==> config.mk <==
export PLATFORM = sky130hd
export DESIGN_NAME = polyblep_saw_oscillator_top_flat
export DESIGN_NICKNAME = d
export VERILOG_FILES = /design/src/design/psaw_pkg.sv /design/src/design/psaw_in_if.sv /design/src/design/psaw_out_if.sv /design/src/design/psaw_datapath.sv /design/src/design/psaw_ctrl.sv /design/src/design/polyblep_saw_oscillator_top.sv /design/src/flat_wrapper.sv
export SDC_FILE = /design/constraint.sdc
export NUM_CORES = 1
export LEC_CHECK = 0
export BUFFER_PORTS_ARGS = -buffer_cell sky130_fd_sc_hd__buf_2
export CAP_MARGIN = 20
export CORE_MARGIN = 10
export CORE_UTILIZATION = 32
export CTS_BUF_LIST = sky130_fd_sc_hd__clkbuf_8
export CTS_CLUSTER_SIZE = 16
export DETAILED_ROUTE_END_ITERATION = 8
export GPL_ROUTABILITY_DRIVEN = 0
export PLACE_DENSITY = 0.58
export SYNTH_ARGS = -nofsm -noshare
export SYNTH_HDL_FRONTEND = slang
export SYNTH_SLANG_ARGS = --single-unit
==> constraint.sdc <==
create_clock -name clk_i -period 11.3 [get_ports clk_i]
set_input_delay 0.565 -clock clk_i [delete_from_list [all_inputs] [get_ports clk_i]]
set_output_delay 0.565 -clock clk_i [all_outputs]
set_load 0.01 [all_outputs]
==> src/design/psaw_pkg.sv <==
// ----------------------------------------------------------------------------
// psaw_pkg: shared types and constants for the PolyBLEP sawtooth oscillator
// Default sizes, input kind codes and the controller/datapath command bundle.
// ----------------------------------------------------------------------------
`default_nettype none

package psaw_pkg;

  localparam int unsigned PHASE_BITS_DEF  = 32;
  localparam int unsigned SAMPLE_BITS_DEF = 16;
  localparam int unsigned CFG_BITS        = 32;
  localparam int unsigned NEW_PHASE_BITS  = 32;

  localparam logic KIND_TICK = 1'b0;
  localparam logic KIND_LOAD = 1'b1;

  typedef struct packed {
    logic load_phase;
    logic advance;
    logic div_init;
    logic div_step;
    logic square;
    logic sum_load;
  } psaw_cmd_t;

  typedef struct packed {
    logic div_last;
  } psaw_status_t;

endpackage

`default_nettype wire

==> src/design/psaw_in_if.sv <==
// ----------------------------------------------------------------------------
// psaw_in_if: input channel of the oscillator
// Valid/ready channel carrying the item kind and a phase value to load.
// ----------------------------------------------------------------------------
`default_nettype none

interface psaw_in_if;
  logic                                valid;
  logic                                ready;
  logic                                kind;
  logic [psaw_pkg::NEW_PHASE_BITS-1:0] new_phase;

  modport source (output valid, output kind, output new_phase, input ready);
  modport sink   (input valid, input kind, input new_phase, output ready);
endinterface

`default_nettype wire

==> src/design/psaw_out_if.sv <==
// ----------------------------------------------------------------------------
// psaw_out_if: output channel of the oscillator
// Valid/ready channel carrying one signed sample per transaction.
// ----------------------------------------------------------------------------
`default_nettype none

interface psaw_out_if #(
  parameter int unsigned SAMPLE_BITS = psaw_pkg::SAMPLE_BITS_DEF
);
  logic                          valid;
  logic                          ready;
  logic signed [SAMPLE_BITS-1:0] sample;

  modport source (output valid, output sample, input ready);
  modport sink   (input valid, input sample, output ready);
endinterface

`default_nettype wire

==> src/design/psaw_datapath.sv <==
// ----------------------------------------------------------------------------
// psaw_datapath: phase accumulator, ratio divider and correction arithmetic
// Holds phase and step, runs a restoring divider one bit per cycle, squares
// the ratio, then sums, rounds and saturates into the output register.
// ----------------------------------------------------------------------------
`default_nettype none

module psaw_datapath #(
  parameter int unsigned PHASE_BITS  = psaw_pkg::PHASE_BITS_DEF,
  parameter int unsigned SAMPLE_BITS = psaw_pkg::SAMPLE_BITS_DEF
) (
  input  wire                                    clk_i,
  input  wire                                    rst_ni,
  input  wire                                    cfg_we_i,
  input  wire  [psaw_pkg::CFG_BITS-1:0]          cfg_wdata_i,
  input  wire  [psaw_pkg::NEW_PHASE_BITS-1:0]    new_phase_i,
  input  wire  psaw_pkg::psaw_cmd_t              cmd_i,
  output psaw_pkg::psaw_status_t                 status_o,
  output logic signed [SAMPLE_BITS-1:0]          sample_o
);
  import psaw_pkg::*;

  localparam int unsigned P     = PHASE_BITS;
  localparam int unsigned S     = SAMPLE_BITS;
  localparam int unsigned FRAC  = 2 * S;
  localparam int unsigned TW    = FRAC + 3;
  localparam int unsigned RW    = TW - S - 1;
  localparam int unsigned CW    = $clog2(S);
  localparam int unsigned EXT_W = (P > FRAC + 1) ? P : FRAC + 1;
  localparam int unsigned SH_L  = (FRAC + 1 >= P) ? FRAC + 1 - P : 0;
  localparam int unsigned SH_R  = (FRAC + 1 >= P) ? 0 : P - FRAC - 1;

  localparam logic [P:0]         PH_ONE = {1'b1, {P{1'b0}}};
  localparam logic [S:0]         Q_ONE  = {1'b1, {S{1'b0}}};
  localparam logic [TW-1:0]      F_ONE  = {3'b001, {FRAC{1'b0}}};
  localparam logic [TW-1:0]      RND    = {{(TW-S-1){1'b0}}, 1'b1, {S{1'b0}}};
  localparam logic signed [RW-1:0] RMAX = {3'b000, {(S-1){1'b1}}};
  localparam logic signed [RW-1:0] RMIN = {3'b111, {(S-1){1'b0}}};

  logic [P-1:0]        phase_q, phase_d;
  logic [P-1:0]        step_q, step_d;
  logic [P-1:0]        rem_q, rem_d;
  logic [S-1:0]        quo_q, quo_d;
  logic [CW-1:0]       cnt_q, cnt_d;
  logic                after_q, after_d;
  logic                before_q, before_d;
  logic [2*S+1:0]      sq_q, sq_d;
  logic signed [S-1:0] sample_q, sample_d;

  logic [P:0]          sum_pd;
  logic [P:0]          one_minus_d;
  logic                after_w, before_w;
  logic [P:0]          r2;
  logic [P:0]          diff;
  logic                ge;
  logic [S:0]          w;
  logic [EXT_W-1:0]    ext_p;
  logic [EXT_W-1:0]    scaled_full;
  logic [FRAC:0]       scaled;
  logic signed [TW-1:0] naive;
  logic signed [TW-1:0] sq_s;
  logic signed [TW-1:0] total;
  logic signed [TW-1:0] rnd;
  logic signed [RW-1:0] res;

  always_comb begin
    sum_pd      = {1'b0, phase_q} + {1'b0, step_q};
    one_minus_d = PH_ONE - {1'b0, step_q};
    after_w     = (|step_q) && (phase_q < step_q);
    before_w    = (|step_q) && !after_w && ({1'b0, phase_q} > one_minus_d);

    r2   = {rem_q, 1'b0};
    ge   = (r2 >= {1'b0, step_q});
    diff = r2 - {1'b0, step_q};

    w = after_q ? (Q_ONE - {1'b0, quo_q}) : {1'b0, quo_q};

    ext_p       = EXT_W'(phase_q);
    scaled_full = (ext_p << SH_L) >> SH_R;
    scaled      = scaled_full[FRAC:0];
    naive       = $signed(F_ONE) - $signed(TW'(scaled));
    sq_s        = $signed(TW'(sq_q));
    if (after_q) begin
      total = naive - sq_s;
    end else if (before_q) begin
      total = naive + sq_s;
    end else begin
      total = naive;
    end
    rnd = total + $signed(RND);
    res = rnd[TW-1:S+1];
    if (res > RMAX) begin
      sample_d = RMAX[S-1:0];
    end else if (res < RMIN) begin
      sample_d = RMIN[S-1:0];
    end else begin
      sample_d = res[S-1:0];
    end

    phase_d  = phase_q;
    step_d   = step_q;
    rem_d    = rem_q;
    quo_d    = quo_q;
    cnt_d    = cnt_q;
    after_d  = after_q;
    before_d = before_q;
    sq_d     = sq_q;

    if (cfg_we_i) begin
      step_d = P'(cfg_wdata_i);
    end
    if (cmd_i.load_phase) begin
      phase_d = P'(new_phase_i);
    end
    if (cmd_i.advance) begin
      phase_d = sum_pd[P-1:0];
    end
    if (cmd_i.div_init) begin
      after_d  = after_w;
      before_d = before_w;
      rem_d    = after_w ? phase_q : (before_w ? sum_pd[P-1:0] : '0);
      quo_d    = '0;
      cnt_d    = '0;
    end
    if (cmd_i.div_step) begin
      rem_d = ge ? diff[P-1:0] : r2[P-1:0];
      quo_d = {quo_q[S-2:0], ge};
      cnt_d = cnt_q + CW'(1);
    end
    if (cmd_i.square) begin
      sq_d = (2*S+2)'(w) * (2*S+2)'(w);
    end
  end

  always_ff @(posedge clk_i or negedge rst_ni) begin
    if (!rst_ni) begin
      phase_q  <= '0;
      step_q   <= '0;
      cnt_q    <= '0;
      after_q  <= 1'b0;
      before_q <= 1'b0;
    end else begin
      phase_q  <= phase_d;
      step_q   <= step_d;
      cnt_q    <= cnt_d;
      after_q  <= after_d;
      before_q <= before_d;
    end
  end

  always_ff @(posedge clk_i) begin
    rem_q <= rem_d;
    quo_q <= quo_d;
    sq_q  <= sq_d;
    if (cmd_i.sum_load) begin
      sample_q <= sample_d;
    end
  end

  assign status_o.div_last = (cnt_q == CW'(S - 1));
  assign sample_o          = sample_q;

endmodule

`default_nettype wire

==> src/design/psaw_ctrl.sv <==
// ----------------------------------------------------------------------------
// psaw_ctrl: sequencing controller for the oscillator
// Steps one tick through classify, divide, square and round, and owns the
// input ready and the output valid flag.
// ----------------------------------------------------------------------------
`default_nettype none

module psaw_ctrl (
  input  wire                     clk_i,
  input  wire                     rst_ni,
  input  wire                     in_valid_i,
  input  wire                     in_kind_i,
  output logic                    in_ready_o,
  output logic                    out_valid_o,
  input  wire                     out_ready_i,
  output psaw_pkg::psaw_cmd_t     cmd_o,
  input  wire psaw_pkg::psaw_status_t status_i
);
  import psaw_pkg::*;

  typedef enum logic [2:0] {
    ST_IDLE,
    ST_CLASS,
    ST_DIVIDE,
    ST_SQUARE,
    ST_ROUND
  } state_e;

  state_e state_q, state_d;
  logic   out_valid_q, out_valid_d;
  logic   accept;
  logic   out_free;

  always_comb begin
    accept   = in_valid_i && (state_q == ST_IDLE);
    out_free = !out_valid_q || out_ready_i;

    cmd_o            = '0;
    cmd_o.load_phase = accept && (in_kind_i == KIND_LOAD);
    cmd_o.advance    = accept && (in_kind_i == KIND_TICK);
    cmd_o.div_init   = (state_q == ST_CLASS);
    cmd_o.div_step   = (state_q == ST_DIVIDE);
    cmd_o.square     = (state_q == ST_SQUARE);
    cmd_o.sum_load   = (state_q == ST_ROUND) && out_free;

    state_d = state_q;
    unique case (state_q)
      ST_IDLE: begin
        if (cmd_o.advance) begin
          state_d = ST_CLASS;
        end
      end
      ST_CLASS:  state_d = ST_DIVIDE;
      ST_DIVIDE: begin
        if (status_i.div_last) begin
          state_d = ST_SQUARE;
        end
      end
      ST_SQUARE: state_d = ST_ROUND;
      ST_ROUND: begin
        if (out_free) begin
          state_d = ST_IDLE;
        end
      end
      default:   state_d = ST_IDLE;
    endcase

    out_valid_d = out_valid_q;
    if (out_valid_q && out_ready_i) begin
      out_valid_d = 1'b0;
    end
    if (cmd_o.sum_load) begin
      out_valid_d = 1'b1;
    end
  end

  always_ff @(posedge clk_i or negedge rst_ni) begin
    if (!rst_ni) begin
      state_q     <= ST_IDLE;
      out_valid_q <= 1'b0;
    end else begin
      state_q     <= state_d;
      out_valid_q <= out_valid_d;
    end
  end

  assign in_ready_o  = (state_q == ST_IDLE);
  assign out_valid_o = out_valid_q;

  a_cmd_onehot: assert property (@(posedge clk_i) disable iff (!rst_ni)
    $onehot0(cmd_o))
    else $error("more than one datapath command at once");

  a_no_overwrite: assert property (@(posedge clk_i) disable iff (!rst_ni)
    cmd_o.sum_load |-> (!out_valid_q || out_ready_i))
    else $error("result written over a pending output");

  a_tick_classify: assert property (@(posedge clk_i) disable iff (!rst_ni)
    cmd_o.advance |=> cmd_o.div_init)
    else $error("tick not followed by classification");

  a_init_divide: assert property (@(posedge clk_i) disable iff (!rst_ni)
    cmd_o.div_init |=> (cmd_o.div_step && !in_ready_o))
    else $error("divider not started after classification");

endmodule

`default_nettype wire

==> src/design/polyblep_saw_oscillator_top.sv <==
// ----------------------------------------------------------------------------
// polyblep_saw_oscillator_top: band-limited falling sawtooth oscillator
// Phase accumulator with PolyBLEP correction around the wrap, Q1.15 output.
// ----------------------------------------------------------------------------
//  channel  dir  handshake        payload
//  in_i     in   valid/ready      kind, new_phase
//  out_o    out  valid/ready      sample
//  cfg      in   cfg_we_i         cfg_wdata_i (phase_step)
//
//  A tick runs through accept, classify, the bit-per-cycle restoring divider
//  for SAMPLE_BITS quotient bits, square and round/saturate.
//  A phase load is taken in the idle state and gives no output transaction.
//  Reset clears phase, step, controller state and output valid.
//  The input is taken again while a finished sample waits at the output;
//  the round stage holds only if the output register is still occupied.
// ----------------------------------------------------------------------------
`default_nettype none

module polyblep_saw_oscillator_top #(
  parameter int unsigned PHASE_BITS  = psaw_pkg::PHASE_BITS_DEF,
  parameter int unsigned SAMPLE_BITS = psaw_pkg::SAMPLE_BITS_DEF
) (
  input  wire                            clk_i,
  input  wire                            rst_ni,
  input  wire                            cfg_we_i,
  input  wire [psaw_pkg::CFG_BITS-1:0]   cfg_wdata_i,
  psaw_in_if.sink                        in_i,
  psaw_out_if.source                     out_o
);
  import psaw_pkg::*;

  psaw_cmd_t    cmd;
  psaw_status_t status;
  logic         in_ready;
  logic         out_valid;
  logic signed [SAMPLE_BITS-1:0] sample;

  psaw_ctrl u_ctrl (
    .clk_i       (clk_i),
    .rst_ni      (rst_ni),
    .in_valid_i  (in_i.valid),
    .in_kind_i   (in_i.kind),
    .in_ready_o  (in_ready),
    .out_valid_o (out_valid),
    .out_ready_i (out_o.ready),
    .cmd_o       (cmd),
    .status_i    (status)
  );

  psaw_datapath #(
    .PHASE_BITS  (PHASE_BITS),
    .SAMPLE_BITS (SAMPLE_BITS)
  ) u_datapath (
    .clk_i       (clk_i),
    .rst_ni      (rst_ni),
    .cfg_we_i    (cfg_we_i),
    .cfg_wdata_i (cfg_wdata_i),
    .new_phase_i (in_i.new_phase),
    .cmd_i       (cmd),
    .status_o    (status),
    .sample_o    (sample)
  );

  assign in_i.ready   = in_ready;
  assign out_o.valid  = out_valid;
  assign out_o.sample = sample;

endmodule

`default_nettype wire
==> src/flat_wrapper.sv <==
// flat-port wrapper written by rule: the top's interface ports become plain ports
module polyblep_saw_oscillator_top_flat import psaw_pkg::*;
#(
  parameter int unsigned PHASE_BITS  = psaw_pkg::PHASE_BITS_DEF,
  parameter int unsigned SAMPLE_BITS = psaw_pkg::SAMPLE_BITS_DEF
)
  (clk_i, rst_ni, cfg_we_i, cfg_wdata_i, in_i_valid, in_i_kind, in_i_new_phase, in_i_ready, out_o_valid, out_o_sample, out_o_ready);
  psaw_in_if in_i_i ();
  psaw_out_if #(.SAMPLE_BITS(SAMPLE_BITS)) out_o_i ();
  input  wire clk_i;
  input  wire rst_ni;
  input  wire cfg_we_i;
  input  wire [psaw_pkg::CFG_BITS-1:0] cfg_wdata_i;
  input wire logic [$bits(in_i_i.valid)-1:0] in_i_valid;
  input wire logic [$bits(in_i_i.kind)-1:0] in_i_kind;
  input wire logic [$bits(in_i_i.new_phase)-1:0] in_i_new_phase;
  output wire logic [$bits(in_i_i.ready)-1:0] in_i_ready;
  output wire logic [$bits(out_o_i.valid)-1:0] out_o_valid;
  output wire logic [$bits(out_o_i.sample)-1:0] out_o_sample;
  input wire logic [$bits(out_o_i.ready)-1:0] out_o_ready;
  assign in_i_i.valid = in_i_valid;
  assign in_i_i.kind = in_i_kind;
  assign in_i_i.new_phase = in_i_new_phase;
  assign in_i_ready = in_i_i.ready;
  assign out_o_valid = out_o_i.valid;
  assign out_o_sample = out_o_i.sample;
  assign out_o_i.ready = out_o_ready;
  polyblep_saw_oscillator_top #(.PHASE_BITS(PHASE_BITS), .SAMPLE_BITS(SAMPLE_BITS)) u_core (.clk_i(clk_i), .rst_ni(rst_ni), .cfg_we_i(cfg_we_i), .cfg_wdata_i(cfg_wdata_i), .in_i(in_i_i), .out_o(out_o_i));
endmodule
==> impl_metrics.tcl, run 1 <==
set metrics [dict create \
    syn_area_per_cell_sq_um 8.37 \
    drive_above_1_share_pct 6.28 \
    clkTransAtPathRegs_ns 0.12 \
    hold_violations 0 \
    drtAntennaViolNets 0 \
    cpMostUsedCell "fa_1" \
    drtIter0Drc 1455 \
    arrival_ns 9.62 \
    fp.dieH_um 299 \
    synth-adder-area-share_pct 30.8 \
    ctsHoldBuffers 1 \
    avgRoutedWirePerCell_um 18.1 \
    diodes 0 \
    ctsRootBufferMaster "clkbuf_8" \
    rows 102 \
    area_growth_pct 7.97 \
    cts_buffer_depth 2 \
    yosys.area_share.simple_pct 16.6 \
    finalCritPeriodShare_pct 82.6 \
    clock_skew_ns 0.0303 \
    end_kind "flop" \
    cp_slowest_stage_delay_ns 0.73 \
    rsz0062_at_grt "false" \
    cap_violations 0 \
    wl_mm 74.0 \
    routed_via_density 5.17 \
    crit_required_ns 11.59 \
    vias 21097 \
    die-area_sq_um 89600 \
    setup_viol 0 \
    tritoncts "done" \
    hp-class "in2reg" \
    finalCriticalPeriod_ns 9.33 \
    grt_start_max_net_pins 65 \
    mostFrequentLayoutCells "inv_1 (416), ha_1 (303), nor2_1 (265)" \
    crit_path_max_fanout 10 \
    whs_path_depth 3 \
    dp_hpwl_mm 60.4 \
    cts.sinks 171 \
    grt_pass1_vias 21016 \
    synth-edff-count 97 \
    synth_seq_area_share_pct 19.1 \
    synth-main-ff-cell "edfxtp_1" \
    place.port_buffers 87 \
    antenna_found_initial 2 \
    synth_area_sq_um 25000 \
    pre_cts_slack_ns 2.08 \
    synthDistinctLibCells 95 \
    ys_seq_elements 171 \
    layout_commonest_cell "inv_1" \
    whs_ns 0.216 \
    setup_slack_ns 1.97 \
    drc 0 \
    async_flop_share_pct 43.3 \
    path_delay_family "adder cells" \
    synth_top_family_by_area "adder cells" \
    coreArea_sq_um 77500 \
    fmax_mhz 107 \
    cp_num_buf_inv 4 \
    grt.overflow.total 0 \
    synth_mux_area_share_pct 0.947 \
    post_cts_buffers 0 \
    final_nets 3596 \
    io_pins 88 \
    grt_usage_pct 16.4 \
    drv_slew 0 \
    first_pass_iters 6 \
    cp-start-kind "flop" \
    setup-tns-final_ns 0 \
    start_util_pct 32.2 \
    grt_pass1_wl_mm 118 \
    synthXorXnorAreaFrac_pct 6.59 \
    cts_resized 0 \
    final_util_pct 34.8 \
    cpMaxStageDelayCell "nor4_1" \
    worstSetupPathDepth 29 \
    r2r_cells 29 \
    cts-htree-levels 4 \
    tightest_slew_ns 1.03 \
    max_slew_margin_pct 30.3 \
    status "complete, no violations" \
    yosys_warnings 0 \
    die_width_um 299 \
    cts-buffers-inserted 17 \
    synth_compound_area_share_pct 18.0 \
    critPathKind "reg2reg" \
    synthCells 2983 \
    clk_latency_ns 0.56 \
]
[state kept, by name (all words and copies together), names as in the netlist]
register,cells
u_core.u_datapath.sq_q,33
u_core.u_datapath.quo_q,16
u_core.u_datapath.phase_q,32
u_core.u_datapath.before_q,1
u_core.u_datapath.step_q,32
u_core.u_datapath.sample_o,16
u_core.u_ctrl.state_q,3
u_core.u_datapath.after_q,1
u_core.u_datapath.rem_q,32
u_core.u_datapath.cnt_q,4
u_core.u_ctrl.out_valid_o,1
[worst paths after layout]
path,from,to,slack (ns)
setup / recovery,u_core.u_datapath.quo_q[6]$_SDFFCE_PN0P_,u_core.u_datapath.sq_q[33]$_DFFE_PP_,1.97
hold / removal,cfg_wdata_i[10],u_core.u_datapath.step_q[10]$_DFFE_PN0P_,0.22
setup reg to reg,u_core.u_datapath.quo_q[6]$_SDFFCE_PN0P_,u_core.u_datapath.sq_q[33]$_DFFE_PP_,1.97
hold reg to reg,u_core.u_datapath.cnt_q[3]$_DFFE_PN0P_,u_core.u_datapath.cnt_q[3]$_DFFE_PN0P_,0.50
max in group asynchronous,rst_ni,u_core.u_datapath.phase_q[9]$_DFFE_PN0P_,9.78
min in group asynchronous,rst_ni,u_core.u_datapath.after_q$_DFFE_PN0P_,0.52
[tightest hold or removal path, stage by stage]
cell and delay, ns:
buf_2 0.07, nand2_1 0.04, o21ai_0 0.06
[synthesized netlist by cell type, types with 6 or more instances]
cell | instances | area, sq um
a2111oi_0 | 10 | 87.6
a211o_1 | 6 | 52.6
a211oi_1 | 38 | 285
a21boi_0 | 9 | 67.6
a21o_1 | 48 | 360
a21oi_1 | 224 | 1120
a221o_1 | 6 | 60.1
a221oi_1 | 12 | 105
a311oi_1 | 6 | 52.6
a31oi_1 | 20 | 125
a41oi_1 | 6 | 52.6
and2_1 | 11 | 68.8
and3_1 | 27 | 169
and4_1 | 7 | 61.3
buf_2 | 12 | 60.1
clkbuf_1 | 81 | 304
clkinv_1 | 6 | 22.5
dfrtp_1 | 74 | 1850
edfxtp_1 | 97 | 2910
fa_1 | 195 | 3900
ha_1 | 303 | 3790
inv_1 | 417 | 1570
mux2i_1 | 21 | 210
nand2_1 | 251 | 942
nand2b_1 | 37 | 231
nand3_1 | 39 | 195
nand4_1 | 39 | 244
nor2_1 | 265 | 995
nor2b_1 | 28 | 175
nor3_1 | 57 | 285
nor4_1 | 28 | 175
o2111ai_1 | 8 | 70.1
o211ai_1 | 14 | 105
o21a_1 | 16 | 120
o21ai_0 | 160 | 801
o21ai_1 | 13 | 65.1
o21bai_1 | 28 | 210
o22ai_1 | 7 | 43.8
o31ai_1 | 25 | 188
or2_2 | 13 | 81.3
or3_1 | 31 | 194
or4_1 | 10 | 75.1
xnor2_1 | 134 | 1170
xor2_1 | 54 | 473
[metrics by stage]
step	area [sq um]	std cells
2_1_floorplan	25000	2993
3_3_place_gp	26600	4047
3_5_place_dp	26600	4048
4_1_cts	27000	4081
5_1_grt	27000	4081
6_report	27000	4081
[final cells by class]
cell class | count | area (sq um)
flip-flops and latches | 171 | 4760
well taps | 1040 | 1300
repair buffers | 114 | 643
fillers | 8098 | 50500
inverters | 424 | 1590
clock inverters | 15 | 153
clock buffers | 17 | 234
multi-input cells | 2300 | 18300
[logic make-up (layout without fill, tap and decap cells)]
logic type,count (synthesis),in the layout
AO/OA/AOI/OAI,709,709
XOR/XNOR,188,188
adder cells (fa/ha/maj),498,498
buffers and inverters,522,570
flip-flops,171,171
multiplexers,23,23
other,2,12
AND/OR/NAND/NOR,870,870
[routing by layer]
layer / up-vias / share of wire (%) / GRT usage, %
met5: - / 0.036 / 0
met2: 525 / 46 / 27.0
li1: 10307 / - / -
met1: 10185 / 48 / 22.7
met4: 4 / 1.8 / 3.67
met3: 76 / 4.4 / 1.98
Power of run 1 is left out: the tool's default activity adds up to more than one toggle a clock period on the data nets, which glitch-free logic cannot reach.
==> run 2, diff against run 1 <==
--- a/config.mk
+++ b/config.mk
@@ -13,7 +13,7 @@
 export CTS_CLUSTER_SIZE = 16
 export DETAILED_ROUTE_END_ITERATION = 8
 export GPL_ROUTABILITY_DRIVEN = 0
-export PLACE_DENSITY = 0.58
+export PLACE_DENSITY = 0.59
 export SYNTH_ARGS = -nofsm -noshare
 export SYNTH_HDL_FRONTEND = slang
 export SYNTH_SLANG_ARGS = --single-unit
==> constraint.sdc (replaced) <==
create_clock -name clk_i -period 8.4 [get_ports clk_i]
set_input_delay 0.42 -clock clk_i [delete_from_list [all_inputs] [get_ports clk_i]]
set_output_delay 0.42 -clock clk_i [all_outputs]
set_load 0.01 [all_outputs]
==> impl_metrics.tcl, run 2 (same netlist as run 1, synthesis figures left out) <==
set metrics [dict create \
    crit_required_ns 8.73 \
    clock_skew_ns 0.0240 \
    antenna_found_initial 5 \
    coreArea_sq_um 77500 \
    nFillCells 8147 \
    finalCriticalPeriod_ns 7.95 \
    rows 102 \
    clkTransAtPathRegs_ns 0.12 \
    mostFrequentLayoutCells "inv_1 (415), ha_1 (303), nor2_1 (264)" \
    arrival_ns 8.27 \
    final_util_pct 35.1 \
    setup_viol 0 \
    setup-tns-final_ns 0 \
    cp-start-kind "flop" \
    ctsRootBufferMaster "clkbuf_8" \
    pre_cts_slack_ns 0.0201 \
    final_nets 3618 \
    wl_mm 74.0 \
    drv_slew 0 \
    area_growth_pct 8.86 \
    grt_start_max_net_pins 65 \
    avgRoutedWirePerCell_um 18.0 \
    cpMostUsedCell "fa_1" \
    cts_buffer_depth 2 \
    end_kind "flop" \
    grt_pass1_vias 21041 \
    max_slew_margin_pct 31.1 \
    vias 21229 \
    cpMaxStageDelayCell "fa_1" \
    first_pass_iters 7 \
    grt.overflow.total 0 \
    path_delay_family "adder cells" \
    routed_via_density 5.17 \
    drtIter0Drc 1554 \
    setup_slack_ns 0.450 \
    cp_slowest_stage_delay_ns 0.55 \
    tightest_slew_ns 1.03 \
    start_util_pct 32.2 \
    status "complete, no violations" \
    place.port_buffers 87 \
    fmax_mhz 126 \
    hp-class "in2reg" \
    dp_hpwl_mm 60.3 \
    drive_above_1_share_pct 7.12 \
    drc 0 \
    drtAntennaViolNets 0 \
    rsz0062_at_grt "false" \
    hold_violations 0 \
    fp.dieH_um 299 \
    largest_reg_flops 33 \
    cts-buffers-inserted 17 \
    clk_latency_ns 0.59 \
    grt_usage_pct 16.5 \
    io_pins 88 \
    cts-htree-levels 4 \
    grt_pass1_wl_mm 119 \
    tritoncts "done" \
    finalCritPeriodShare_pct 94.6 \
    regMostFlops "u_core.u_datapath.sq_q" \
    cap_violations 0 \
    critPathKind "reg2reg" \
    die-area_sq_um 89600 \
    die_width_um 299 \
    layout_commonest_cell "inv_1" \
    crit_path_max_fanout 6 \
    cts.sinks 171 \
    cp_num_buf_inv 8 \
]
==> run 2: cell count changes in the layout (fill, tap and decap cells not counted), sizes merged <==
cell	previous run	this run
diode	0	1
bufinv	0	1
clkinv	9	12
buf	113	134
clkinvlp	3	1
dlygate4sd3	1	2
inv	427	425
==> run 2: what timing repair did <==
item,CTS,global route
hold buffers,2,0
setup endpoints to repair,0,6
endpoints found under the hold margin,33,0
resized for setup,0,11
buffers inserted,0,8
==> run 2: stage by stage <==
step / hold slack [ns] / instance area, sq um / std cells
finish: 0.0536 / 27200 / 4104
global route: 0.0331 / 27200 / 4104
CTS: 0.000796 / 27100 / 4094
detailed placement: 0.433 / 26700 / 4060
global placement: 0.435 / 26600 / 4059
floorplan: 0.124 / 25000 / 2993
==> run 2: final cells by class <==
type / count / area [sq um] / share of cell area (%)
sequential: 171 / 4770 / 17.5
tap: 1040 / 1300 / 4.79
timing repair buffer: 136 / 823 / 3.03
multi-input combinational: 2300 / 18300 / 67.4
antenna: 1 / 2.50 / 0.00920
clock inverter: 15 / 159 / 0.584
clock buffer: 17 / 234 / 0.861
inverter: 424 / 1590 / 5.85
==> run 2: worst paths after layout <==
path	start	slack, ns	end	depth (start not counted)
setup / recovery	u_core.u_datapath.quo_q[6]$_SDFFCE_PN0P_	0.45	u_core.u_datapath.sq_q[32]$_DFFE_PP_	31
hold / removal	cfg_wdata_i[23]	0.05	u_core.u_datapath.step_q[23]$_DFFE_PN0P_	3
setup reg to reg	u_core.u_datapath.quo_q[6]$_SDFFCE_PN0P_	0.45	u_core.u_datapath.sq_q[32]$_DFFE_PP_	31
hold reg to reg	u_core.u_datapath.cnt_q[3]$_DFFE_PN0P_	0.53	u_core.u_datapath.cnt_q[3]$_DFFE_PN0P_	1
max in group asynchronous	rst_ni	7.06	u_core.u_datapath.step_q[4]$_DFFE_PN0P_	3
min in group asynchronous	rst_ni	0.35	u_core.u_ctrl.out_valid_o$_DFFE_PN0P_	2
==> run 2: worst register-to-register path, delay by kind of cell (launching register included) <==
kind	cells	cell delay (ns)
buf+inv	8	0.88
compound gates	7	1.46
xor+xnor	2	0.35
fa+ha+maj	7	3.48
simple gates	7	1.01
flops	1	0.49
==> run 2: metal layers <==
layer / up-vias / global-route usage, % / part of all wire (%)
met1: 10225 / 22.4 / 47
met2: 533 / 27.0 / 46
li1: 10362 / - / -
met4: 8 / 4.48 / 2.2
met5: - / 0 / 0.066
met3: 101 / 2.26 / 4.9
Power of run 2 is left out for the same reason.
